`config.mk`:
```
export PLATFORM = sky130hd
export DESIGN_NAME = ctri_fifo
export DESIGN_NICKNAME = d
export VERILOG_FILES = /design/src/rtl/assert_macros.svh /design/src/rtl/ctri_pkg.sv /design/src/rtl/ctri_fifo.sv
export SDC_FILE = /design/constraint.sdc
export NUM_CORES = 1
export LEC_CHECK = 0
export ABC_CLOCK_PERIOD_IN_PS = 6690
export BUFFER_PORTS_ARGS = -buffer_cell sky130_fd_sc_hd__buf_2
export CAP_MARGIN = 20
export CORE_MARGIN = 8
export CORE_UTILIZATION = 30
export DETAILED_ROUTE_END_ITERATION = 8
export GPL_TIMING_DRIVEN = 0
export SYNTH_ARGS = -nofsm -noshare
export SYNTH_HDL_FRONTEND = slang
export SYNTH_SLANG_ARGS = --single-unit
```
`constraint.sdc`:
```
create_clock -name clk -period 6.69 [get_ports clk]
set_clock_uncertainty 0.15 [all_clocks]
set_input_delay 1.338 -clock clk [delete_from_list [all_inputs] [get_ports clk]]
set_output_delay 1.338 -clock clk [all_outputs]
set_load 0.01 [all_outputs]
```
`src/rtl/assert_macros.svh`:
```
// Assertion helpers shared by the RTL.
`ifndef ASSERT_MACROS_SVH
`define ASSERT_MACROS_SVH

// Property must hold at every clock edge outside reset.
`define ASSERT_ALWAYS(label, clk, rst_n, prop, msg) \
    label: assert property (@(posedge clk) disable iff (!rst_n) (prop)) else $error(msg);

// Antecedent implies consequent in the same cycle.
`define ASSERT_IMPLY(label, clk, rst_n, ante, cons, msg) \
    label: assert property (@(posedge clk) disable iff (!rst_n) (ante) |-> (cons)) \
        else $error(msg);

`endif

```
`src/rtl/ctri_pkg.sv`:
```
`default_nettype none
package ctri_pkg;

    localparam logic [1:0] OP_CREATE  = 2'd0;
    localparam logic [1:0] OP_DESTROY = 2'd1;
    localparam logic [1:0] OP_MOVE    = 2'd2;
    localparam logic [1:0] OP_RAY     = 2'd3;

    localparam logic [1:0] CFG_RADIUS = 2'd0;
    localparam logic [1:0] CFG_HEIGHT = 2'd1;

    localparam logic [30:0] RADIUS_RESET = 31'd65536;
    localparam logic [30:0] HEIGHT_RESET = 31'd131072;

    localparam int QUEUE_DEPTH = 4;

    typedef struct packed {
        logic [1:0]         opcode;
        logic [3:0]         slot;
        logic signed [31:0] pos_x;
        logic signed [31:0] pos_y;
        logic signed [31:0] pos_z;
        logic signed [31:0] origin_x;
        logic signed [31:0] origin_y;
        logic signed [31:0] origin_z;
        logic signed [31:0] dir_x;
        logic signed [31:0] dir_y;
        logic signed [31:0] dir_z;
        logic [30:0]        max_dist;
    } ctri_request_t;

    typedef struct packed {
        logic        ok;
        logic        hit;
        logic [30:0] distance;
    } ctri_result_t;

    // classified work handed from front to back
    typedef struct packed {
        logic               ok;
        logic               ray;
        logic signed [31:0] ox;
        logic signed [31:0] oy;
        logic signed [31:0] oz;
        logic signed [31:0] dx;
        logic signed [31:0] dy;
        logic signed [31:0] dz;
        logic [30:0]        max_dist;
    } ctri_job_t;

    function automatic logic signed [31:0] sat32(input logic signed [51:0] v);
        logic signed [31:0] r;
        if (v > 52'sd2147483647) begin
            r = 32'sh7fffffff;
        end else if (v < -52'sd2147483648) begin
            r = 32'sh80000000;
        end else begin
            r = v[31:0];
        end
        return r;
    endfunction

endpackage
`default_nettype wire

```
`src/rtl/ctri_fifo.sv`:
```
`default_nettype none
module ctri_fifo (
    input  wire logic                clk,
    input  wire logic                rst_n,
    input  wire logic                push,
    input  wire ctri_pkg::ctri_job_t push_job,
    input  wire logic                pop,
    output ctri_pkg::ctri_job_t      head_job,
    output logic                     empty,
    output logic                     full
);

    localparam int PW = $clog2(ctri_pkg::QUEUE_DEPTH);

    ctri_pkg::ctri_job_t mem_reg [ctri_pkg::QUEUE_DEPTH];
    logic [PW-1:0] wp_reg;
    logic [PW-1:0] rp_reg;
    logic [PW:0]   cnt_reg;

    assign empty    = (cnt_reg == '0);
    assign full     = (cnt_reg == (PW+1)'(ctri_pkg::QUEUE_DEPTH));
    assign head_job = mem_reg[rp_reg];

    always_ff @(posedge clk) begin
        if (push) begin
            mem_reg[wp_reg] <= push_job;
        end
    end

    always_ff @(posedge clk or negedge rst_n) begin
        if (!rst_n) begin
            wp_reg  <= '0;
            rp_reg  <= '0;
            cnt_reg <= '0;
        end else begin
            if (push) begin
                wp_reg <= wp_reg + 1'b1;
            end
            if (pop) begin
                rp_reg <= rp_reg + 1'b1;
            end
            if (push && !pop) begin
                cnt_reg <= cnt_reg + 1'b1;
            end else if (pop && !push) begin
                cnt_reg <= cnt_reg - 1'b1;
            end
        end
    end

endmodule
`default_nettype wire

```
Yosys cells after proc, flatten, opt, wreduce, memory -nomap -nowiden
Memory sizes are Yosys's and may differ from the RTL's.
Index checks and enable logic that the tools add are counted.

storage, ports and cells
  flip-flop bits (word level) = 7
  latch bits = 0
  ROM bits = 0
  output and inout port bits = 227
  memories kept = 1
  input bits = 229
  word-level logic and storage cells = 19
  RAM bits = 900

memories
  name     words  width  rd ports  clocked after Yosys merged registers in  wr ports  line             RTL
  mem_reg  4      225    1         0                                        1         ctri_fifo.sv:15  ctri_pkg::ctri_job_t mem_reg [ctri_pkg::QUEUE_DEPTH];

operators by class
  equality and inequality tests = 1
  reductions and logical operators = 6
  bitwise logic cells = 0
  magnitude comparators = 0
  $add $sub $neg = 4
  $mul = 0
  shift-type cells = 0
  divide/modulo/power cells = 0
  muxes and demuxes = 4

operator list
  cell                                               count
  2-to-1 mux 3 bit                                   2
  adder 2 x 1 -> 2 bit (second input constant)       2
  adder 3 x 1 -> 3 bit (second input constant)       1
  equality test 3 bit (second input constant)        1
  logical NOT 3 bit                                  1
  subtractor 3 x 1 -> 3 bit (second input constant)  1
  logical AND 1 bit                                  2
  logical NOT 1 bit                                  2
  2-to-1 mux 1 bit                                   2
  nonzero test 2 bit                                 1

Logic depth before layout (Yosys ltp)
  depth in word-level cells = 4
  gate-level depth with buffers = 7
  gate-level depth less buffers = 7

Least setup slack after synthesis
Ideal clock, no wire load.

  kind = input to register
  start = in push
  end = mem mem_reg[1][0] (netlist bit), enable pin
  slack = -0.506 ns
  stages on the path = 1
  buffers on the path = 0
  setup time = 0.613 ns
  data required time = 5.927 ns
  arrival time = 6.433 ns
  cell sequence = and2_1

between the ends
  longest elaborated chain between the ends = 2

ends and longest elaborated chain
  what                                    line             RTL
  start, declared                         ctri_fifo.sv:5   input wire logic push,
  2-to-1 mux 1 bit                        ctri_fifo.sv:25  if (push) begin
  2-to-1 mux 1 bit (not written as such)  ctri_fifo.sv:26  mem_reg[wp_reg] <= push_job;
  end, declared                           ctri_fifo.sv:15

No other way between the ends.

==> impl_metrics.json <==
{
  "grt.total_usage_pct": 11.92,
  "synth_area_um2": 32780,
  "setup_ws_ns": 2.462,
  "clock_transition_at_path_regs_ns": 0.06,
  "grt_first_pass_wirelength_um": 107600,
  "worst_hold_stages": 1,
  "detail_route.iter0.violations": 772,
  "cts-buffers-inserted": 93,
  "crit_path_end_kind": "primary output",
  "combinationalPowerShare_pct": 30.0,
  "r2r_depth": 5,
  "hpwlAfterDp_um": 49920,
  "share_seq_of_total_power_pct": 42.6,
  "yosys.area.top_type": "sky130_fd_sc_hd__edfxtp_1",
  "synth-seq-area-share_pct": 82.98,
  "synth_nets": 1444,
  "switching_part_of_the_total_power_pct": 29.68,
  "clock_latency_ns": 0.64,
  "p_int_uw": 12580,
  "numClockSinks": 907,
  "final_period_minus_worst_setup_slack_ns": 4.228,
  "netlist_top_cells_area": "sky130_fd_sc_hd__edfxtp_1 (82%), sky130_fd_sc_hd__mux4_2 (15%), sky130_fd_sc_hd__dfrtp_1 (0.53%)",
  "routed-via-count": 14807,
  "synthToLayoutAreaGrowth_pct": 22.71,
  "remaining_drc_errors": 0,
  "net-switching-power_uw": 5310,
  "multi_input_area_um2": 5278,
  "netlist-cell-type-count": 20,
  "finalMaxSlewViolations": 0,
  "h-tree-depth": 3,
  "area.sequential_um2": 27200,
  "required_ns": 5.20,
  "timing.critical_path.from_type": "register",
  "postCtsHoldBufs": 0,
  "grt_antenna_before_repair": 24,
  "routedWlPerCell_um": 22.31,
  "hold_fails_final_rpt": 0,
  "status": "completed",
  "fillerInstances": 9826,
  "initial_utilization_pct": 30.20,
  "min_path_type": "reg -> reg",
  "grt_start_max_net_pins": 58,
  "synth.avg_cell_area_um2": 27.11,
  "critical_path.max_fanout": 11,
  "gp_congestion": 0.7161,
  "rsz_0062_raised_after_global_routing": "false",
  "hold_path_startpoint": "cnt_reg[2]$_DFFE_PN0P_",
  "post-place-ws_ns": 2.969,
  "grt_pass1_vias": 16295,
  "die_area_um2": 120100,
  "cellPowerDensity_nw_per_um2": 444.8,
  "vdd.ir_drop.worst_mv": 0.2786,
  "layout-drive-gt1-share_pct": 47.30,
  "worst-endpoint-arrival_ns": 2.74,
  "routed_wirelength_um": 73150,
  "rrSetupSlack_ns": 4.36,
  "drt.antenna.violating_nets": 0,
  "synth.ff_latch_count": 907,
  "synth_warn": 0,
  "floorplan.die.width_um": 346.6,
  "largest_register_ff_count": 900,
  "ctsLongestPathBuffers": 3,
  "worstReg2RegEnd": "mem_reg[2][163]$_DFFE_PP_",
  "timing.fmax_mhz": 236.5,
  "drv.max_cap_violation_count": 0,
  "die-height_um": 346.6,
  "design_power_total_uw": 17890,
  "finalSetupViolCount": 0,
  "postCtsSetupRepairBufs": 0,
  "first_pass_iteration_count_of_the_detailed_router": 5,
  "vias_per_cell": 4.516,
  "clock_tree.root_cell": "sky130_fd_sc_hd__clkbuf_16",
  "overflow": 0,
  "hold-path-endpoint": "cnt_reg[2]$_DFFE_PN0P_",
  "slew_headroom_pct": 45.80,
  "post_synth_inst_count": 1209,
  "core_area_um2": 108600,
  "worst-setup-path-type": "reg -> out",
  "tritoncts_clock_tree": "built",
  "clock_power_share_pct": 27.4,
  "postCtsResizedCells": 0,
  "synth_top_area_share_pct": 82.45,
  "worst_slew_pin_slew_ns": 0.8131,
  "core.rowCount": 121,
  "io_pins": 456,
  "port_buffers": 455,
  "layout_worst_path_cycle_share_pct": 63.20,
  "nNetsFinal": 2010,
  "power.leakage_uw": 0.01350,
  "worst_r2r_startpoint": "wp_reg[0]$_DFFE_PN0P_"
}
==> cells by family (layout without fill, tap and decap cells) <==
| family | count (synthesis) | after routing | share of synthesized area (%) |
|---|---|---|---|
| flops | 907 | 907 | 82.98 |
| mux | 226 | 226 | 15.49 |
| buf+inv | 54 | 697 | 0.9466 |
| simple gates | 9 | 9 | 0.1488 |
| fa+ha+maj | 6 | 6 | 0.2519 |
| xor+xnor | 6 | 6 | 0.1603 |
| compound gates | 1 | 1 | 0.01525 |
| other cells | 0 | 13 | 0 |
==> power by group through the flow <==
stage	Clock (uW)	Sequential [uW]	Combinational [uW]
6_report	4910	7620	5360
3_5_place_dp	0	7750	5570
5_1_grt	5260	7700	5810
2_1_floorplan	0	7790	3190
4_1_cts	5070	7630	5590
3_3_place_gp	0	7940	5370
==> metal layers <==
metal | track usage [%] | share of wire [%] | up-vias
met5 | 0 | 0.20 | -
met4 | 3.596 | 2.0 | 22
met3 | 4.693 | 9.1 | 126
met2 | 20.07 | 50 | 476
met1 | 14.10 | 39 | 7730
li1 | - | - | 6453
==> cells in the mapped netlist (all sizes together) <==
| master | n |
|---|---|
| ha | 5 |
| edfxtp | 900 |
| mux2 | 1 |
| o21ai | 1 |
| mux4 | 225 |
| inv | 4 |
| fa | 1 |
| dfrtp | 7 |
| clkbuf | 1 |
| nand2 | 2 |
| nor2 | 1 |
| nor3b | 1 |
| xor2 | 4 |
| xnor2 | 2 |
| buf | 49 |
| and2 | 4 |
| nor3 | 1 |
==> layout make-up <==
class,instances,share of cell area [%]
inverter,4,0.03733
multi-input combinational,248,13.12
sequential,907,67.63
timing repair buffer,471,6.756
clock buffer,112,6.069
clock inverter,60,1.176
antenna,13,0.08088
tap,1414,4.399
buffer,50,0.7341
==> layout by cell type, fill, tap and decap left out, drive strengths merged <==
cell        n
edfxtp    900
buf       520
mux4      225
clkbuf    113
clkinv     43
diode      13
inv        10
dfrtp       7
bufinv      6
ha          5
clkinvlp    5
and2        4
xor2        4
xnor2       2
nand2       2
nor3b       1
nor3        1
mux2        1
o21ai       1
nor2        1
fa          1
==> how the worst max path moves through the flow <==
| stage | start | endpoint | slack (ns) |
|---|---|---|---|
| 6_report | rp_reg[1]$_DFFE_PN0P_ | head_job[156] | 2.46 |
| 3_3_place_gp | push | mem_reg[3][139]$_DFFE_PP_ | -0.56 |
| 2_1_floorplan | push | mem_reg[3][0]$_DFFE_PP_ | 1.99 |
| 4_1_cts | rp_reg[1]$_DFFE_PN0P_ | head_job[156] | 2.21 |
| 3_5_place_dp | rp_reg[1]$_DFFE_PN0P_ | head_job[156] | 2.97 |
| 5_1_grt | rp_reg[1]$_DFFE_PN0P_ | head_job[155] | 2.23 |
==> through the flow <==
step                      setup TNS (ns)  util [%]  std cells  area (um^2)  hold slack [ns]
after floorplan                        0         -       1209        32780           0.3063
after global placement           -451.58     33.93       3078        36830           0.3292
after detailed placement               0     34.34       3094        37280           0.3473
after CTS                              0     37.02       3266        40190           0.2892
after global routing                   0     37.03       3270        40200           0.3272
final                                  0     37.05       3279        40220           0.3568
==> worst max-delay path, cell delays in order, from the launching register on <==
cell	delay [ns]
sky130_fd_sc_hd__dfrtp_1	0.32
sky130_fd_sc_hd__buf_2	0.34
sky130_fd_sc_hd__buf_2	0.44
sky130_fd_sc_hd__buf_2	0.43
sky130_fd_sc_hd__mux4_2	0.35
sky130_fd_sc_hd__buf_2	0.20
Power figures use the tool's default switching activity.
