[src/rtl/assert_macros.svh]
// Assertion helpers shared by the RTL.
`ifndef ASSERT_MACROS_SVH
`define ASSERT_MACROS_SVH

// Property must hold at every clock edge outside reset.
`define ASSERT_ALWAYS(label, clk, rst_n, prop, msg) \
    label: assert property (@(posedge clk) disable iff (!rst_n) (prop)) else $error(msg);

// Antecedent implies consequent in the same cycle.
`define ASSERT_IMPLY(label, clk, rst_n, ante, cons, msg) \
    label: assert property (@(posedge clk) disable iff (!rst_n) (ante) |-> (cons)) \
        else $error(msg);

`endif

[src/rtl/ctri_pkg.sv]
`default_nettype none
package ctri_pkg;

    localparam logic [1:0] OP_CREATE  = 2'd0;
    localparam logic [1:0] OP_DESTROY = 2'd1;
    localparam logic [1:0] OP_MOVE    = 2'd2;
    localparam logic [1:0] OP_RAY     = 2'd3;

    localparam logic [1:0] CFG_RADIUS = 2'd0;
    localparam logic [1:0] CFG_HEIGHT = 2'd1;

    localparam logic [30:0] RADIUS_RESET = 31'd65536;
    localparam logic [30:0] HEIGHT_RESET = 31'd131072;

    localparam int QUEUE_DEPTH = 4;

    typedef struct packed {
        logic [1:0]         opcode;
        logic [3:0]         slot;
        logic signed [31:0] pos_x;
        logic signed [31:0] pos_y;
        logic signed [31:0] pos_z;
        logic signed [31:0] origin_x;
        logic signed [31:0] origin_y;
        logic signed [31:0] origin_z;
        logic signed [31:0] dir_x;
        logic signed [31:0] dir_y;
        logic signed [31:0] dir_z;
        logic [30:0]        max_dist;
    } ctri_request_t;

    typedef struct packed {
        logic        ok;
        logic        hit;
        logic [30:0] distance;
    } ctri_result_t;

    // classified work handed from front to back
    typedef struct packed {
        logic               ok;
        logic               ray;
        logic signed [31:0] ox;
        logic signed [31:0] oy;
        logic signed [31:0] oz;
        logic signed [31:0] dx;
        logic signed [31:0] dy;
        logic signed [31:0] dz;
        logic [30:0]        max_dist;
    } ctri_job_t;

    function automatic logic signed [31:0] sat32(input logic signed [51:0] v);
        logic signed [31:0] r;
        if (v > 52'sd2147483647) begin
            r = 32'sh7fffffff;
        end else if (v < -52'sd2147483648) begin
            r = 32'sh80000000;
        end else begin
            r = v[31:0];
        end
        return r;
    endfunction

endpackage
`default_nettype wire

[src/rtl/ctri_front.sv]
`default_nettype none
module ctri_front #(
    parameter int NUM_SLOTS = 16
) (
    input  wire logic                   clk,
    input  wire logic                   rst_n,
    input  wire logic                   start,
    output logic                        busy,
    input  wire ctri_pkg::ctri_request_t request,
    input  wire logic [29:0]            half_h,
    input  wire logic                   q_full,
    output logic                        push,
    output ctri_pkg::ctri_job_t         push_job
);

    localparam int IW = (NUM_SLOTS > 1) ? $clog2(NUM_SLOTS) : 1;

    logic signed [31:0] base_x_mem [NUM_SLOTS];
    logic signed [31:0] base_y_mem [NUM_SLOTS];
    logic signed [31:0] base_z_mem [NUM_SLOTS];
    logic [NUM_SLOTS-1:0] act_reg;

    logic          accept;
    logic [IW-1:0] idx;
    logic          in_range;
    logic          active;
    logic          wr_base;

    logic               s1_vld_reg;
    logic               s1_ok_reg;
    logic               s1_ray_reg;
    ctri_pkg::ctri_request_t s1_req_reg;
    logic signed [31:0] bx_reg;
    logic signed [31:0] by_reg;
    logic signed [31:0] bz_reg;
    logic signed [30:0] hh_s;

    assign busy     = s1_vld_reg | q_full;
    assign accept   = start & ~busy;
    assign idx      = IW'(request.slot);
    assign in_range = 32'(request.slot) < 32'(NUM_SLOTS);
    assign active   = in_range && act_reg[idx];
    assign wr_base  = accept && in_range &&
                      ((request.opcode == ctri_pkg::OP_CREATE) ||
                       ((request.opcode == ctri_pkg::OP_MOVE) && active));

    // table storage, synchronous read
    always_ff @(posedge clk) begin
        if (wr_base) begin
            base_x_mem[idx] <= request.pos_x;
            base_y_mem[idx] <= request.pos_y;
            base_z_mem[idx] <= request.pos_z;
        end
        bx_reg <= base_x_mem[idx];
        by_reg <= base_y_mem[idx];
        bz_reg <= base_z_mem[idx];
    end

    always_ff @(posedge clk or negedge rst_n) begin
        if (!rst_n) begin
            act_reg    <= '0;
            s1_vld_reg <= 1'b0;
        end else begin
            s1_vld_reg <= accept;
            if (accept && in_range) begin
                if (request.opcode == ctri_pkg::OP_CREATE) begin
                    act_reg[idx] <= 1'b1;
                end else if (request.opcode == ctri_pkg::OP_DESTROY) begin
                    act_reg[idx] <= 1'b0;
                end
            end
        end
    end

    always_ff @(posedge clk) begin
        if (accept) begin
            s1_req_reg <= request;
            s1_ray_reg <= (request.opcode == ctri_pkg::OP_RAY) && active;
            unique case (request.opcode)
                ctri_pkg::OP_CREATE:  s1_ok_reg <= in_range;
                ctri_pkg::OP_DESTROY: s1_ok_reg <= in_range;
                ctri_pkg::OP_MOVE:    s1_ok_reg <= active;
                ctri_pkg::OP_RAY:     s1_ok_reg <= active;
                default:              s1_ok_reg <= 1'b0;
            endcase
        end
    end

    // offsets from the capsule center axis
    assign hh_s = {1'b0, half_h};
    assign push = s1_vld_reg;
    always_comb begin
        push_job          = '0;
        push_job.ok       = s1_ok_reg;
        push_job.ray      = s1_ray_reg;
        push_job.ox       = ctri_pkg::sat32(52'(s1_req_reg.origin_x) - 52'(bx_reg));
        push_job.oy       = ctri_pkg::sat32(52'(s1_req_reg.origin_y) - 52'(by_reg)
                                            - 52'(hh_s));
        push_job.oz       = ctri_pkg::sat32(52'(s1_req_reg.origin_z) - 52'(bz_reg));
        push_job.dx       = s1_req_reg.dir_x;
        push_job.dy       = s1_req_reg.dir_y;
        push_job.dz       = s1_req_reg.dir_z;
        push_job.max_dist = s1_req_reg.max_dist;
    end

endmodule
`default_nettype wire

[config.mk]
export PLATFORM = sky130hd
export DESIGN_NAME = ctri_front
export DESIGN_NICKNAME = d
export VERILOG_FILES = /design/src/rtl/assert_macros.svh /design/src/rtl/ctri_pkg.sv /design/src/rtl/ctri_front.sv
export SDC_FILE = /design/constraint.sdc
export NUM_CORES = 2
export LEC_CHECK = 0
export ABC_CLOCK_PERIOD_IN_PS = 8500
export BUFFER_PORTS_ARGS = -buffer_cell sky130_fd_sc_hd__buf_4
export CAP_MARGIN = 20
export CORE_MARGIN = 2
export CORE_UTILIZATION = 45
export CTS_CLUSTER_DIAMETER = 60
export DETAILED_ROUTE_END_ITERATION = 16
export SYNTH_ARGS = -nofsm -noshare
export SYNTH_HDL_FRONTEND = slang
export SYNTH_SLANG_ARGS = --single-unit
[constraint.sdc]
create_clock -name clk -period 8.5 [get_ports clk]
set_input_delay 0.425 -clock clk [delete_from_list [all_inputs] [get_ports clk]]
set_output_delay 0.425 -clock clk [all_outputs]
set_load 0.005 [all_outputs]
# == Word-level counts from Yosys, hierarchy flattened ==
# Memories as Yosys holds them, arrays and structs flattened. A register that Yosys moved wholly into a read port is not among the register bits.
# Cells that the tools add are included.
# classes
n_addsub,4
magnitude_cmp,8
eq_ne,3
n_mux,15
bitwise,6
n_reduce_logical,10
# ops
op,count
two-way mux 32 bit,6
subtractor 32 x 32 -> 33 bit,3
> comparator 33 x 32 -> 1 bit (second input constant),2
< comparator 33 x 32 -> 1 bit (second input constant),2
> comparator 34 x 32 -> 1 bit (second input constant),1
< comparator 34 x 32 -> 1 bit (second input constant),1
subtractor 33 x 31 -> 34 bit,1
two-way mux 16 bit,2
bitwise AND 16 bit,1
NOT 16 bit,1
bitwise OR 16 bit,1
< comparator 4 x 5 -> 1 bit (second input constant),1
binary-select mux 1 bit (select 4 bit),1
demux 1 bit (select 4 bit),1
== test 2 bit (second input constant),2
greater-or-equal comparator 4 x 1 -> 1 bit (second input constant),1
logical AND 1 bit,4
two-way mux 1 bit,4
OR reduction 2 bit,2
== test 2 x 1 -> 1 bit (second input constant),1
logical NOT 2 bit,1
one-hot mux 1 bit (2 select lines),1
AND reduction 2 bit,1
nonzero test 2 bit,1
4 further kinds,4
# word_totals
ff_bits,242
mem_bits_rw,1536
input_bits,359
output_inout_bits,227
word_cells,60
n_memories,3
# memory_table
name,depth,width,rd,rd_ports_with_merged_regs,write_ports,line,text
base_x_mem,16,32,1,1,1,ctri_front.sv:18,logic signed [31:0] base_x_mem [NUM_SLOTS];
base_y_mem,16,32,1,1,1,ctri_front.sv:19,logic signed [31:0] base_y_mem [NUM_SLOTS];
base_z_mem,16,32,1,1,1,ctri_front.sv:20,logic signed [31:0] base_z_mem [NUM_SLOTS];

# == Longest topological paths before layout ==
# logic_depth
word_depth,8
mapped_depth,16
mapped_depth_nobuf,15

# == Worst setup path before layout ==
# No wires, ideal clock.
# synth_timing
kind,input-to-reg
start,input port request[320] (netlist bit)
end,"memory base_x_mem[14][0], enable pin"
setup_time_ns,0.552
arrival_ns,5.925
required_time_ns,7.948
path_slack_ns,2.023
stages,7
n_path_buf,4
path_cell_list,clkbuf_1 -> clkbuf_1 -> clkbuf_1 -> buf_1 -> nor2b_1 -> nand2_1 -> nor2_1
# synth_between
elab_chain_len,7
# synth_rtl
element,line,text
"start, declared",ctri_front.sv:9,"input wire ctri_pkg::ctri_request_t request,"
binary-select mux 1 bit (select 4 bit),ctri_front.sv:42,assign active = in_range && act_reg[idx];
two-way mux 1 bit (implied by the code),ctri_front.sv:42,
logical AND 1 bit,ctri_front.sv:45,((request.opcode == ctri_pkg::OP_MOVE) && active));
logical OR 1 bit,ctri_front.sv:44,((request.opcode == ctri_pkg::OP_CREATE) ||
logical AND 1 bit,ctri_front.sv:43,assign wr_base = accept && in_range &&
two-way mux 1 bit,ctri_front.sv:49,if (wr_base) begin
two-way mux 1 bit (implied by the code),ctri_front.sv:50,base_x_mem[idx] <= request.pos_x;
"end, declared",ctri_front.sv:18,
# Parallel ways exist; a longest one is shown, timed or not. The select of a mux whose other input is x is not followed.

==> impl_results.md <==
* Status: finished, final reports clean
* Worst vdd ir at roughly 0.00024 V
* Max-Cap Viols at 0
* Pwr dens at about 230 nW/um2
* Pre-CTS setup slack at 3.137 ns
* Max Fclk at 165.9 MHz
* Vias in the first global route at 39280
* Root Buffer: clkbuf_16
* Starting Density at 0.4519
* First DRT Iteration DRCs at around 3300
* Final #Nets at slightly above 5000
* Pleak at 31.34 nW
* Skew final at 0.03064 ns
* Synthesized flop and latch total at 1874
* Top flop regs: base_x_mem x512, base_y_mem x512, base_z_mem x512
* Layout cell share with drive strength beyond 1 at 0.3129
* Layout area overhead at 21.28%
* Min setup slack post-route at 2.471 ns
* Total power draw at ~0.021 W
* Design Area, Final at 91340 um2
* DRT Pass-1 Iters at 5
* Required time of the critical path at 8.08 ns
* First-pass GRT wire length at 259100 um
* DRC at 0
* Core area at 166700 um2
* Vias/cell at 5.510
* Critical path fanouts, max at 31
* Crit path launch type: register
* CTS tree: built
* Mapped Avg Cell Area at 20.21 um2
* Clock Pin Slew Worst Setup and Hold Paths at 0.06 ns
* Unrepaired setup endpoints after global routing: no
* Critical path class: reg2out
* Gates resized, CTS repair at 0
* Hpwl dp at 97800 um
* Min cycle time layout at 6.029 ns
* Clock Tree Buf Depth at 3
* # IOs at between 500 and 600
* H-tree depth at 4
* CTS buffer count at 197
* Main flop type after synthesis: edfxtp_1
* DR WL/cell at about 26 um
* Post-Syn Area at 75310 um2
* Setup_tns at 0 ns
* Synthesis warning total at 0
* Synth Area in Compound Gates at 0.03506
* Multiplexer share of the synthesized area at 0.1457
* Die Y at 413.1 um
* Via Count at 38460
* Total gr overflow at 0
* Synthesized Nets at ~4200
* Hold Fails Final Rpt at 0
* TritonCTS sink count at 1874
* I/O Buffers at approximately 590
* Worst skew pair latency at 0.82 ns
* Die X at slightly above 400 um
* Post-CTS Setup Bufs at 0
* # hold bufs at CTS at 323
* Initial antenna violation count at 27
* GPL Wtd Cong at 0.8353
* Critical path arrival at 5.60 ns
* CP endpoint kind: output pin
* Largest family of logic cells by synthesized area: multiplexers
* Die area at ~170000 um2
* Pin count of the biggest net entering global routing at 123
* Final max-slew violation count at 0
* Post-synth ARST share at 0.009072
* Worst-Margin Slew at about 1.1 ns
* Setup violations, final at 0
* Worst hold path type: in2reg
* Routed WL at ~180000 um
* Commonest non-fill, non-tap cell in the layout: edfxtp_1
* Post-Synth XOR/XNOR Area at 0.008490
* ANT nets after route at 0
* Post-synth cell types at 80
* Slowest-stage cell, CP: a2111o_1
* EDFF count, synth at 1761
* Max_slew headroom at 0.2573
* Mapped Cells at 3727
* Final Cycle Share at 0.7093
* Row count at 150
* Multi-input gate area at 17970 um2
* Reg area at 55230 um2
* GRT Overall Usage at 0.2079
* Sequential area share after synthesis at 0.7333
* Post-Synth Adder-Cell Area at 0.03044
* Critical Path Max Stage Delay at 0.88 ns
* Fill cells at around 13000
* Most frequent cells in the layout: edfxtp_1, buf_4, mux4_2
* Simple-Gate Fraction of Synth Area at 0.01720
* Cell area after placement at just over 80000 um2
* CP cell instances: fa_1 > inv_1 > ha_1 > or2_2 > fa_1 > a211oi_1 > o21a_1 > a2111oi_4 > o21a_1 > nor3_1 > o21ai_1 > nor3_1 > a2111o_1 > o311ai_2 > buf_4
power by group:
group	total (W)	internal, W	switching [W]
logic	0.00243	0.00118	0.00126
registers	0.0103	0.0102	0.0000487
clock network	0.00859	0.00507	0.00352
total	0.0213	0.0165	0.00483
path summary, 6_finish.rpt:
path | cells past startpoint | end | start | slack [ns]
min reg2reg | 2 | register | register | 0.51
max reg2reg | 6 | base_z_mem[0][2] | push | 4.46
min | 2 | by_reg[15] | request[322] | 0.16
max in group asynchronous | 3 | asynchronous set/reset pin | rst_n | 7.07
max | 15 | push_job[172] | s1_req_reg[159] | 2.47
min in group asynchronous | 3 | asynchronous set/reset pin | rst_n | 0.86
worst max-delay path, delay by kind of cell, from the launching register on:
kind,cells,cell delay [ns]
buffers and inverters,2,0.26
AND/OR/NAND/NOR,3,0.76
flip-flops,1,0.39
adder cells (fa/ha/maj),3,1.20
AO/OA/AOI/OAI,7,2.17
metal layers:
| metal | track usage | routed length [um] |
|---|---|---|
| met5 | 0 | 113 |
| met4 | 0.05812 | 3953 |
| met3 | 0.03981 | 11250 |
| met2 | 0.3368 | 86820 |
| met1 | 0.2893 | 76940 |
final cells by class:
cell class / instances / share of cell area
flip-flops and latches: 1874 / 0.6047
diodes: 14 / 0.0003836
inverters: 167 / 0.006945
clock buffers: 273 / 0.06056
repair buffers: 953 / 0.08939
clock inverters: 98 / 0.01106
multi-input cells: 1397 / 0.1968
well taps: 2204 / 0.03019
Yosys cell counts, types with 7 or more instances:
| cell | count | area share |
|---|---|---|
| dfrtp_1 | 17 | 0.0056 |
| fa_1 | 32 | 0.0085 |
| clkbuf_1 | 113 | 0.0056 |
| xnor2_1 | 43 | 0.0050 |
| and3_1 | 8 | 0.00066 |
| buf_4 | 132 | 0.013 |
| a211oi_1 | 13 | 0.0013 |
| a31oi_1 | 8 | 0.00066 |
| a21o_1 | 48 | 0.0048 |
| o211ai_1 | 37 | 0.0037 |
| inv_1 | 167 | 0.0083 |
| xor2_1 | 30 | 0.0035 |
| o21ai_0 | 76 | 0.0051 |
| o21a_1 | 19 | 0.0019 |
| o21bai_1 | 12 | 0.0012 |
| ha_1 | 101 | 0.017 |
| nor2_1 | 85 | 0.0042 |
| or2_2 | 7 | 0.00058 |
| edfxtp_1 | 1761 | 0.70 |
| a21oi_1 | 105 | 0.0070 |
| nor3_1 | 19 | 0.0013 |
| nand2_1 | 68 | 0.0034 |
| nor2b_1 | 11 | 0.00091 |
| dfxtp_1 | 96 | 0.026 |
| nand2b_1 | 13 | 0.0011 |
| mux4_2 | 485 | 0.15 |
| buf_2 | 15 | 0.0010 |
| nand4_1 | 15 | 0.0012 |
| nand3_1 | 24 | 0.0016 |
| o31ai_1 | 23 | 0.0023 |
| buf_1 | 27 | 0.0013 |
| maj3_2 | 30 | 0.0045 |
kinds of logic (layout without fill, tap and decap cells):
family / after synthesis / count (layout)
AO/OA/AOI/OAI: 393 / 393
XOR/XNOR: 73 / 73
adder cells (fa/ha/maj): 168 / 168
buffers and inverters: 456 / 1491
flip-flops: 1874 / 1874
multiplexers: 490 / 490
other: 0 / 14
AND/OR/NAND/NOR: 273 / 273
stage by stage:
step | utilization | cells | hold WS (ns)
floorplan | - | 3727 | 0.1294
global placement | 0.4891 | 6271 | 0.3105
global route | 0.5480 | 6975 | 0.1130
CTS | 0.5478 | 6966 | 0.08836
finish | 0.5480 | 6980 | 0.1601
detailed placement | 0.4892 | 6272 | 0.3153
Power figures use the tool's default switching activity.
